$ cat src/rtl/core/alc_pkg.sv
// ----------------------------------------------------------------------------
// alc_pkg: shared types and constants of the lux calculator
// Field widths, register map, clipping limits, scale factors and the
// piecewise-linear segment tables of both sensor packages.
// ----------------------------------------------------------------------------
package alc_pkg;

  localparam int CountW = 16;
  localparam int LuxW   = 18;
  localparam int NormW  = 22;   // normalized count width
  localparam int FactW  = 19;   // scale factor width
  localparam int QuoW   = 11;   // truncated quotient width
  localparam int CoefW  = 10;   // breakpoint and coefficient width
  localparam int ProdW  = 32;   // segment product width
  localparam int DivStages = 6; // two quotient bits per stage, one in the last
  localparam int DivSteps  = 11;

  localparam logic [1:0] REG_INTEG   = 2'd0;
  localparam logic [1:0] REG_GAIN    = 2'd1;
  localparam logic [1:0] REG_PACKAGE = 2'd2;

  localparam logic [1:0] INTEG_13MS  = 2'd0;
  localparam logic [1:0] INTEG_101MS = 2'd1;

  localparam logic [CountW-1:0] CLIP_13MS  = 16'd4900;
  localparam logic [CountW-1:0] CLIP_101MS = 16'd37000;
  localparam logic [CountW-1:0] CLIP_402MS = 16'd65000;

  localparam logic [FactW-1:0] SCALE_13MS  = 19'h07517;
  localparam logic [FactW-1:0] SCALE_101MS = 19'h00FE7;
  localparam logic [FactW-1:0] SCALE_402MS = 19'h00400;

  localparam logic [CoefW-1:0] SEG_BP [2][8] = '{
    '{10'h040, 10'h080, 10'h0C0, 10'h100, 10'h138, 10'h19A, 10'h29A, 10'h29A},
    '{10'h043, 10'h085, 10'h0C8, 10'h10A, 10'h14D, 10'h19A, 10'h29A, 10'h29A}
  };
  localparam logic [CoefW-1:0] SEG_B [2][8] = '{
    '{10'h1F2, 10'h214, 10'h23F, 10'h270, 10'h16F, 10'h0D2, 10'h018, 10'h000},
    '{10'h204, 10'h228, 10'h253, 10'h282, 10'h177, 10'h101, 10'h037, 10'h000}
  };
  localparam logic [CoefW-1:0] SEG_M [2][8] = '{
    '{10'h1BE, 10'h2D1, 10'h37B, 10'h3FE, 10'h1FC, 10'h0FB, 10'h012, 10'h000},
    '{10'h1AD, 10'h2C1, 10'h363, 10'h3DF, 10'h1DD, 10'h127, 10'h02B, 10'h000}
  };

  typedef struct packed {
    logic             clip;
    logic             zero;
    logic             over;
    logic [NormW-1:0] bbn;
    logic [NormW-1:0] irn;
    logic [NormW-1:0] rem;
    logic [QuoW-1:0]  quo;
  } alc_div_t;

  typedef struct packed {
    logic [NormW-1:0] rem;
    logic             qbit;
  } alc_step_t;

  function automatic logic [CountW-1:0] clip_limit(logic [1:0] code);
    logic [CountW-1:0] lim;
    case (code)
      INTEG_13MS:  lim = CLIP_13MS;
      INTEG_101MS: lim = CLIP_101MS;
      default:     lim = CLIP_402MS;
    endcase
    return lim;
  endfunction

  function automatic logic [FactW-1:0] norm_factor(logic [1:0] code, logic hg);
    logic [FactW-1:0] f;
    case (code)
      INTEG_13MS:  f = SCALE_13MS;
      INTEG_101MS: f = SCALE_101MS;
      default:     f = SCALE_402MS;
    endcase
    if (!hg) begin
      f = {f[FactW-5:0], 4'b0000};
    end
    return f;
  endfunction

  // One restoring division step: shift in a bit, subtract when it fits.
  function automatic alc_step_t div_step(logic [NormW-1:0] rem, logic [NormW-1:0] dvs,
                                          logic bin);
    logic [NormW:0] t;
    alc_step_t      r;
    t = {rem, bin};
    if (t >= {1'b0, dvs}) begin
      t      = t - {1'b0, dvs};
      r.qbit = 1'b1;
    end else begin
      r.qbit = 1'b0;
    end
    r.rem = t[NormW-1:0];
    return r;
  endfunction

endpackage

$ cat src/rtl/core/alc_in_if.sv
// ----------------------------------------------------------------------------
// alc_in_if: sample pair channel
// Valid/ready channel carrying one broadband and one infrared count.
// ----------------------------------------------------------------------------
interface alc_in_if;
  logic                       valid;
  logic                       ready;
  logic [alc_pkg::CountW-1:0] broadband_count;
  logic [alc_pkg::CountW-1:0] infrared_count;

  modport source (output valid, output broadband_count, output infrared_count,
                  input ready);
  modport sink   (input valid, input broadband_count, input infrared_count,
                  output ready);
endinterface

$ cat src/rtl/core/alc_out_if.sv
// ----------------------------------------------------------------------------
// alc_out_if: lux result channel
// Valid/ready channel carrying the lux value and the clipped flag.
// ----------------------------------------------------------------------------
interface alc_out_if;
  logic                     valid;
  logic                     ready;
  logic [alc_pkg::LuxW-1:0] lux_value;
  logic                     clipped;

  modport source (output valid, output lux_value, output clipped, input ready);
  modport sink   (input valid, input lux_value, input clipped, output ready);
endinterface

$ cat src/rtl/core/ambient_light_lux_calc.sv
// ----------------------------------------------------------------------------
// ambient_light_lux_calc: two-channel photodiode lux calculator
// Clip check, count normalization, IR/broadband ratio, segment lookup and
// piecewise-linear lux evaluation in an eleven-stage pipeline.
// ----------------------------------------------------------------------------
// The block takes one sample request (broadband and infrared count) per clock
// and returns one result request per sample, in order, from the output
// register of the last stage. Throughput is one sample per cycle; a
// stall on the result side freezes the whole pipeline, so nothing is lost or
// repeated. Most of the pipeline is the ratio divider, which resolves
// the eleven quotient bits two per stage over its six stages (the last stage
// resolves one). Configuration (integration
// time, gain, package table) is written over the APB port at byte addresses
// 0, 4 and 8 and must only change while no sample is in flight.
// ----------------------------------------------------------------------------
module ambient_light_lux_calc (
  input  logic        clk_i,
  input  logic        rst_ni,
  alc_in_if.sink      sample_i,
  alc_out_if.source   result_o,
  input  logic        psel,
  input  logic        penable,
  input  logic        pwrite,
  input  logic [3:0]  paddr,
  input  logic [31:0] pwdata,
  output logic [31:0] prdata,
  output logic        pready
);

  // --------------------------------------------------------------------------
  // Configuration registers
  // --------------------------------------------------------------------------
  logic [1:0] integ_q;
  logic       gain_q;
  logic       pkg_q;
  logic       cfg_wr;

  assign pready = 1'b1;
  assign cfg_wr = psel && penable && pwrite;

  always_ff @(posedge clk_i or negedge rst_ni) begin
    if (!rst_ni) begin
      integ_q <= 2'd0;
      gain_q  <= 1'b0;
      pkg_q   <= 1'b0;
    end else if (cfg_wr) begin
      unique case (paddr[3:2])
        alc_pkg::REG_INTEG:   integ_q <= pwdata[1:0];
        alc_pkg::REG_GAIN:    gain_q  <= pwdata[0];
        alc_pkg::REG_PACKAGE: pkg_q   <= pwdata[0];
        default: ;  // drop writes outside the register map
      endcase
    end
  end

  always_comb begin
    unique case (paddr[3:2])
      alc_pkg::REG_INTEG:   prdata = {30'd0, integ_q};
      alc_pkg::REG_GAIN:    prdata = {31'd0, gain_q};
      alc_pkg::REG_PACKAGE: prdata = {31'd0, pkg_q};
      default:              prdata = 32'd0;
    endcase
  end

  // --------------------------------------------------------------------------
  // Pipeline advance: every stage moves together unless the output is stuck
  // --------------------------------------------------------------------------
  logic adv;
  logic vld_out_q;

  assign adv            = !vld_out_q || result_o.ready;
  assign sample_i.ready = adv;

  // --------------------------------------------------------------------------
  // Stage 1: clip check and normalization to 402 ms / 16x, scale factors in 2^-10 units
  // --------------------------------------------------------------------------
  logic [alc_pkg::CountW-1:0] lim;
  logic [alc_pkg::FactW-1:0]  fact;
  logic [34:0]                bb_prod;
  logic [34:0]                ir_prod;
  logic                       vld1_q;
  logic                       clip1_q;
  logic [alc_pkg::NormW-1:0]  bbn1_q;
  logic [alc_pkg::NormW-1:0]  irn1_q;

  assign lim     = alc_pkg::clip_limit(integ_q);
  assign fact    = alc_pkg::norm_factor(integ_q, gain_q);
  assign bb_prod = {19'd0, sample_i.broadband_count} * {16'd0, fact};
  assign ir_prod = {19'd0, sample_i.infrared_count} * {16'd0, fact};

  always_ff @(posedge clk_i or negedge rst_ni) begin
    if (!rst_ni) begin
      vld1_q <= 1'b0;
    end else if (adv) begin
      vld1_q <= sample_i.valid;
    end
  end

  // An unclipped count keeps the product below 2^32, so bits above 31 drop.
  always_ff @(posedge clk_i) begin
    if (adv) begin
      clip1_q <= (sample_i.broadband_count > lim) || (sample_i.infrared_count > lim);
      bbn1_q  <= bb_prod[31:10];
      irn1_q  <= ir_prod[31:10];
    end
  end

  // --------------------------------------------------------------------------
  // Stages 2-7: ratio divider (irn << 10) / bbn
  // Only quotients below 2048 matter; larger ones are flagged as over and
  // take the last segment. The numerator low bits are zero except irn[0].
  // --------------------------------------------------------------------------
  alc_pkg::alc_div_t div_in [alc_pkg::DivStages];
  alc_pkg::alc_div_t div_d  [alc_pkg::DivStages];
  alc_pkg::alc_div_t div_q  [alc_pkg::DivStages];
  logic [alc_pkg::DivStages-1:0] vld_div_q;

  always_comb begin
    div_in[0].clip = clip1_q;
    div_in[0].zero = (bbn1_q == '0);
    div_in[0].over = ({1'b0, irn1_q} >= {bbn1_q, 1'b0});
    div_in[0].bbn  = bbn1_q;
    div_in[0].irn  = irn1_q;
    div_in[0].rem  = {1'b0, irn1_q[alc_pkg::NormW-1:1]};
    div_in[0].quo  = '0;
    for (int s = 1; s < alc_pkg::DivStages; s++) begin
      div_in[s] = div_q[s-1];
    end
  end

  always_comb begin
    alc_pkg::alc_step_t st;
    logic               bin;
    for (int s = 0; s < alc_pkg::DivStages; s++) begin
      div_d[s] = div_in[s];
      for (int j = 0; j < 2; j++) begin
        if (2 * s + j < alc_pkg::DivSteps) begin
          bin = (2 * s + j == 0) ? div_in[s].irn[0] : 1'b0;
          st  = alc_pkg::div_step(div_d[s].rem, div_d[s].bbn, bin);
          div_d[s].rem = st.rem;
          div_d[s].quo = {div_d[s].quo[alc_pkg::QuoW-2:0], st.qbit};
        end
      end
    end
  end

  always_ff @(posedge clk_i or negedge rst_ni) begin
    if (!rst_ni) begin
      vld_div_q <= '0;
    end else if (adv) begin
      vld_div_q <= {vld_div_q[alc_pkg::DivStages-2:0], vld1_q};
    end
  end

  always_ff @(posedge clk_i) begin
    if (adv) begin
      for (int s = 0; s < alc_pkg::DivStages; s++) begin
        div_q[s] <= div_d[s];
      end
    end
  end

  // --------------------------------------------------------------------------
  // Stage 8: round the ratio to 2^-9 units and pick the segment
  // --------------------------------------------------------------------------
  alc_pkg::alc_div_t          div_last;
  logic [alc_pkg::QuoW:0]     rnd_sum;
  logic [alc_pkg::QuoW-1:0]   ratio;
  logic [2:0]                 seg;
  logic                       vld_seg_q;
  logic                       clip_seg_q;
  logic [alc_pkg::NormW-1:0]  bbn_seg_q;
  logic [alc_pkg::NormW-1:0]  irn_seg_q;
  logic [alc_pkg::CoefW-1:0]  b_seg_q;
  logic [alc_pkg::CoefW-1:0]  m_seg_q;

  assign div_last = div_q[alc_pkg::DivStages-1];
  assign rnd_sum  = {1'b0, div_last.quo} + {{alc_pkg::QuoW{1'b0}}, 1'b1};
  assign ratio    = rnd_sum[alc_pkg::QuoW:1];

  always_comb begin
    seg = 3'd7;
    // Scan from the top so the lowest matching breakpoint wins.
    for (int i = 6; i >= 0; i--) begin
      if (ratio <= {1'b0, alc_pkg::SEG_BP[pkg_q][i]}) begin
        seg = 3'(i);
      end
    end
    if (div_last.zero) begin
      seg = 3'd0;
    end else if (div_last.over) begin
      seg = 3'd7;
    end
  end

  always_ff @(posedge clk_i or negedge rst_ni) begin
    if (!rst_ni) begin
      vld_seg_q <= 1'b0;
    end else if (adv) begin
      vld_seg_q <= vld_div_q[alc_pkg::DivStages-1];
    end
  end

  always_ff @(posedge clk_i) begin
    if (adv) begin
      clip_seg_q <= div_last.clip;
      bbn_seg_q  <= div_last.bbn;
      irn_seg_q  <= div_last.irn;
      b_seg_q    <= alc_pkg::SEG_B[pkg_q][seg];
      m_seg_q    <= alc_pkg::SEG_M[pkg_q][seg];
    end
  end

  // --------------------------------------------------------------------------
  // Stage 9: offset and slope products
  // --------------------------------------------------------------------------
  logic                      vld_mul_q;
  logic                      clip_mul_q;
  logic [alc_pkg::ProdW-1:0] pos_q;
  logic [alc_pkg::ProdW-1:0] neg_q;

  always_ff @(posedge clk_i or negedge rst_ni) begin
    if (!rst_ni) begin
      vld_mul_q <= 1'b0;
    end else if (adv) begin
      vld_mul_q <= vld_seg_q;
    end
  end

  always_ff @(posedge clk_i) begin
    if (adv) begin
      clip_mul_q <= clip_seg_q;
      pos_q      <= {10'd0, bbn_seg_q} * {22'd0, b_seg_q};
      neg_q      <= {10'd0, irn_seg_q} * {22'd0, m_seg_q};
    end
  end

  // --------------------------------------------------------------------------
  // Stage 10: difference clamped at zero
  // --------------------------------------------------------------------------
  logic                      vld_dif_q;
  logic                      clip_dif_q;
  logic [alc_pkg::ProdW-1:0] acc_q;

  always_ff @(posedge clk_i or negedge rst_ni) begin
    if (!rst_ni) begin
      vld_dif_q <= 1'b0;
    end else if (adv) begin
      vld_dif_q <= vld_mul_q;
    end
  end

  always_ff @(posedge clk_i) begin
    if (adv) begin
      clip_dif_q <= clip_mul_q;
      acc_q      <= (pos_q > neg_q) ? (pos_q - neg_q) : '0;
    end
  end

  // --------------------------------------------------------------------------
  // Stage 11: round by 2^14, saturate, zero clipped samples; output register
  // --------------------------------------------------------------------------
  logic [alc_pkg::ProdW:0]  acc_rnd;
  logic [alc_pkg::LuxW:0]   lux_sh;
  logic [alc_pkg::LuxW-1:0] lux_d;
  logic [alc_pkg::LuxW-1:0] lux_q;
  logic                     clip_q;

  assign acc_rnd = {1'b0, acc_q} + 33'd8192;
  assign lux_sh  = acc_rnd[alc_pkg::ProdW:14];

  always_comb begin
    if (clip_dif_q) begin
      lux_d = '0;
    end else if (lux_sh[alc_pkg::LuxW]) begin
      lux_d = '1;
    end else begin
      lux_d = lux_sh[alc_pkg::LuxW-1:0];
    end
  end

  always_ff @(posedge clk_i or negedge rst_ni) begin
    if (!rst_ni) begin
      vld_out_q <= 1'b0;
    end else if (adv) begin
      vld_out_q <= vld_dif_q;
    end
  end

  always_ff @(posedge clk_i) begin
    if (adv) begin
      lux_q  <= lux_d;
      clip_q <= clip_dif_q;
    end
  end

  assign result_o.valid     = vld_out_q;
  assign result_o.lux_value = lux_q;
  assign result_o.clipped   = clip_q;

`ifndef NO_ASSERTIONS
  // A clipped result always reports zero lux.
  a_clip_zero: assert property (@(posedge clk_i) disable iff (!rst_ni)
    vld_out_q && clip_q |-> lux_q == '0)
    else $error("clipped result with nonzero lux");

  // The divider remainder stays below the divisor for in-range ratios.
  a_rem_bound: assert property (@(posedge clk_i) disable iff (!rst_ni)
    vld_div_q[alc_pkg::DivStages-1] && !div_last.over |-> div_last.rem < div_last.bbn)
    else $error("divider remainder out of range");

  // A zero offset only comes from the last segment, which also has zero slope.
  a_seg_zero: assert property (@(posedge clk_i) disable iff (!rst_ni)
    vld_seg_q && b_seg_q == '0 |-> m_seg_q == '0)
    else $error("segment offset and slope mismatch");
`endif

endmodule

$ cat src/flat_wrapper.sv
// flat-port wrapper written by rule: the top's interface ports become plain ports
module ambient_light_lux_calc_flat 
  (clk_i, rst_ni, psel, penable, pwrite, paddr, pwdata, prdata, pready, sample_i_valid, sample_i_broadband_count, sample_i_infrared_count, sample_i_ready, result_o_valid, result_o_lux_value, result_o_clipped, result_o_ready);
  alc_in_if sample_i_i ();
  alc_out_if result_o_i ();
  input  logic clk_i;
  input  logic rst_ni;
  input  logic psel;
  input  logic penable;
  input  logic pwrite;
  input  logic [3:0] paddr;
  input  logic [31:0] pwdata;
  output logic [31:0] prdata;
  output logic pready;
  input wire logic [$bits(sample_i_i.valid)-1:0] sample_i_valid;
  input wire logic [$bits(sample_i_i.broadband_count)-1:0] sample_i_broadband_count;
  input wire logic [$bits(sample_i_i.infrared_count)-1:0] sample_i_infrared_count;
  output wire logic [$bits(sample_i_i.ready)-1:0] sample_i_ready;
  output wire logic [$bits(result_o_i.valid)-1:0] result_o_valid;
  output wire logic [$bits(result_o_i.lux_value)-1:0] result_o_lux_value;
  output wire logic [$bits(result_o_i.clipped)-1:0] result_o_clipped;
  input wire logic [$bits(result_o_i.ready)-1:0] result_o_ready;
  assign sample_i_i.valid = sample_i_valid;
  assign sample_i_i.broadband_count = sample_i_broadband_count;
  assign sample_i_i.infrared_count = sample_i_infrared_count;
  assign sample_i_ready = sample_i_i.ready;
  assign result_o_valid = result_o_i.valid;
  assign result_o_lux_value = result_o_i.lux_value;
  assign result_o_clipped = result_o_i.clipped;
  assign result_o_i.ready = result_o_ready;
  ambient_light_lux_calc u_core (.clk_i(clk_i), .rst_ni(rst_ni), .sample_i(sample_i_i), .result_o(result_o_i), .psel(psel), .penable(penable), .pwrite(pwrite), .paddr(paddr), .pwdata(pwdata), .prdata(prdata), .pready(pready));
endmodule
$ cat config.mk
export PLATFORM = sky130hd
export DESIGN_NAME = ambient_light_lux_calc_flat
export DESIGN_NICKNAME = d
export VERILOG_FILES = /design/src/rtl/core/alc_pkg.sv /design/src/rtl/core/alc_in_if.sv /design/src/rtl/core/alc_out_if.sv /design/src/rtl/core/ambient_light_lux_calc.sv /design/src/flat_wrapper.sv
export SDC_FILE = /design/constraint.sdc
export NUM_CORES = 2
export LEC_CHECK = 0
export ABC_AREA = 1
export BUFFER_PORTS_ARGS = -buffer_cell sky130_fd_sc_hd__buf_4
export CORE_MARGIN = 10
export CORE_UTILIZATION = 55
export CTS_BUF_LIST = sky130_fd_sc_hd__clkbuf_4
export DETAILED_ROUTE_END_ITERATION = 10
export PLACE_DENSITY = 0.76
export SLEW_MARGIN = 20
export SYNTH_ARGS = -nofsm -noshare
export SYNTH_HDL_FRONTEND = slang
export SYNTH_SLANG_ARGS = --single-unit
$ cat constraint.sdc
create_clock -name clk_i -period 104.8 [get_ports clk_i]
set_input_delay 26.2 -clock clk_i [delete_from_list [all_inputs] [get_ports clk_i]]
set_output_delay 26.2 -clock clk_i [all_outputs]
set_load 0.005 [all_outputs]
==> flow_metrics.py <==
metrics = {
    "setup_path": {
        "cp.required_ps": 78600,
        "cpMaxStageDelayCell": "buf_4",
        "cp_max_fo": 23,
        "r2r-start": "u_core.integ_q[1]$_DFFE_PN0P_",
        "critical_path_class": "primary input to output pin",
        "path_cells": "buf_4 -> inv_1 -> nand2_4 -> buf_4",
        "crit_path_max_incr_delay_ps": 260,
        "critPathCaptureType": "output pin",
        "r2r_slack_ps": 96160,
        "cpMostUsedCell": "buf_4",
        "crit_arrival_ps": 26900,
        "crit_start": "result_o_ready",
        "cp-start-kind": "primary input",
    },
    "synthesis": {
        "synth_edf_count": 647,
        "synth-async-reset-ratio_pct": 2.27,
        "synthAdderAreaFrac_pct": 33.7,
        "synth_compound_area_share_pct": 8.55,
        "avgSynthCellArea_sq_um": 8.85,
        "synth_mux_area_share_pct": 0.0161,
        "synth_warnings": 0,
        "synth-seq-area-share_pct": 28.3,
        "synth_common_cells": "inv_1 (1,659), nand2_1 (1,584), fa_1 (756), ha_1 (676), edfxtp_1 (647)",
        "netlist_instances": 7896,
        "syn_area_sq_um": 69900,
        "synth_top_family_by_area": "adder cells",
        "synth_cell_types": 68,
        "synth_top_flop_cell": "edfxtp_1",
        "synth_simple_gate_area_share_pct": 15.2,
        "synthXorXnorAreaFrac_pct": 3.81,
        "synth_top_area_cell": "edfxtp_1",
        "synth_top_area_share_pct": 27.8,
        "yosys_register_bits": 662,
        "synth_area_leaders": "edfxtp_1 (28%), fa_1 (22%), ha_1 (12%), inv_1 (8.9%), nand2_1 (8.5%)",
        "yosys.cell_count.top_type": "inv_1",
    },
    "clock_tree": {
        "clk-insertion-delay-late_ps": 1120,
        "cts_htree_levels": 4,
        "cts_tree": "yes",
        "post_cts_buffers": 0,
        "cts.sinks": 662,
        "clockBufferDepth": 3,
        "hold_buffers": 0,
        "clk_pin_slew_ps": 60,
        "cts.repair.resized": 0,
        "cts_root_buffer": "clkbuf_4",
        "cts_buffers": 167,
    },
    "sta": {
        "relSlewSlack_pct": 29.7,
        "fin_setup_tns_ps": 0,
        "period_share_pct": 50.7,
        "setup_violations": 0,
        "period_needed_ps": 53100,
        "worstMarginPinSlew_ps": 1050,
        "rsz0062_at_grt": "no",
        "final-hold-violation-count": 0,
        "finClkSkew_ps": 86.4,
        "fmax_mhz": 18.8,
        "slew_viol_final": 0,
    },
    "hold_path": {
        "min_from": "u_core.div_q[4][52]$_DFFE_PP_",
        "hold_path_class": "flip-flop to flip-flop",
    },
    "floorplan": {
        "core_sq_um": 126000,
        "die_h_microns": 377,
        "dieArea_sq_um": 142000,
        "boundaryPins": 129,
        "initial_utilization_pct": 55.5,
        "row_count": 130,
        "die_w_microns": 377,
    },
    "routing": {
        "first_pass_iters": 6,
        "vias": 52649,
        "wl_per_cell_microns": 17.0,
        "viasPerCell": 5.39,
        "ant_nets": 0,
        "drc_errors": 0,
        "wl_microns": 166000,
        "dr.first_iter.drc_count": 3417,
    },
    "global_routing": {
        "grt_pass1_wl_microns": 272000,
        "grt_pass1_vias": 54125,
        "grt.total_usage_pct": 23.6,
        "grt_max_degree": 183,
        "gr-total-overflow": 0,
        "antenna_found_initial": 2,
    },
    "placed_design": {
        "place.gp.congestion": 0.956,
        "port_buffers": 65,
        "hpwl_microns": 136000,
    },
    "status": {
        "run_status": "completed",
    },
    "finish": {
        "drive_gt1_share_pct": 5.72,
        "nNetsFinal": 9494,
        "area_delta_synth_final_pct": 5.87,
    },
    "flow_run": {
        "maxCapViolCount": 0,
    },
}
==> worst max-delay path: cells and delay by family <==
kind / cells / cell delay (ps)
simple gates: 1 / 220
buf+inv: 3 / 440
==> stage by stage <==
step | instances | hold slack (ps) | setup WS [ps] | area [sq um] | utilization [%]
2_1_floorplan | 7925 | 400 | 34660 | 70000 | -
3_3_place_gp | 9468 | 400 | 51660 | 71800 | 57.1
3_5_place_dp | 9468 | 405 | 51670 | 71800 | 57.1
4_1_cts | 9761 | 371 | 51670 | 74000 | 58.8
5_1_grt | 9767 | 375 | 51650 | 74000 | 58.8
6_report | 9767 | 379 | 51700 | 74000 | 58.8
==> cell type report <==
type / instances / area [sq um]
clock inverters: 53 / 345
flip-flops and latches: 662 / 19800
multi-input cells: 5392 / 43000
clock buffers: 240 / 1800
well taps: 1650 / 2060
repair buffers: 91 / 712
inverters: 1673 / 6280
fillers: 11005 / 51900
diodes: 6 / 15.0
==> cell usage in the layout, fill, tap and decap left out, types with 34 or more instances in the layout <==
| master | Yosys | layout |
|---|---|---|
| a21o_1 | 40 | 40 |
| a21oi_1 | 449 | 448 |
| a31oi_1 | 40 | 40 |
| buf_4 | 37 | 88 |
| clkbuf_4 | 1 | 240 |
| clkinv_1 | 4 | 35 |
| edfxtp_1 | 647 | 647 |
| fa_1 | 756 | 756 |
| ha_1 | 676 | 676 |
| inv_1 | 1659 | 1659 |
| nand2_1 | 1584 | 1583 |
| nand3_1 | 201 | 201 |
| nand4_1 | 80 | 80 |
| nor2_1 | 494 | 493 |
| nor3_1 | 66 | 66 |
| nor4_1 | 34 | 34 |
| o21ai_0 | 326 | 326 |
| o21ai_1 | 44 | 43 |
| or2_2 | 43 | 43 |
| xnor2_1 | 126 | 126 |
| xor2_1 | 178 | 178 |
==> routing by layer <==
metal	vias up	global-route usage (%)	part of all wire, %
li1	25410	-	-
met1	25122	29.5	41
met2	1715	40.8	49
met3	402	3.96	6.0
met4	0	9.16	3.7
met5	-	0	0
==> state kept, by name, indices dropped and copies added, names as in the netlist, 2 cells and up <==
name / cells
u_core.irn_seg_q: 22
u_core.irn1_q: 22
u_core.vld_div_q: 6
u_core.bbn1_q: 22
u_core.bbn_seg_q: 22
u_core.b_seg_q: 10
u_core.neg_q: 32
u_core.pos_q: 32
u_core.div_q: 433
u_core.m_seg_q: 10
u_core.acc_q: 19
u_core.result_o.lux_value: 18
u_core.integ_q: 2
==> worst paths after layout <==
kind                       depth (start not counted)                               to
setup / recovery                                   4                   sample_i_ready
hold reg to reg                                    0    u_core.div_q[5][52]$_DFFE_PP_
setup reg to reg                                  24      u_core.bbn1_q[16]$_DFFE_PP_
hold / removal                                     0    u_core.div_q[5][52]$_DFFE_PP_
min in group asynchronous                          1    u_core.integ_q[1]$_DFFE_PN0P_
max in group asynchronous                          1  u_core.vld_div_q[4]$_DFFE_PN0P_
==> logic make-up after synthesis <==
logic type | after synthesis
AOI/OAI and AO/OA | 1061
xor gates and xnor gates | 304
buffers and inverters | 1871
other | 2
DFF | 662
muxes | 1
adders and majority gates | 1432
and+or+nand+nor | 2563
Power is left out: the tool's default activity adds up to more than one toggle a clock period on the data nets, which glitch-free logic cannot reach.
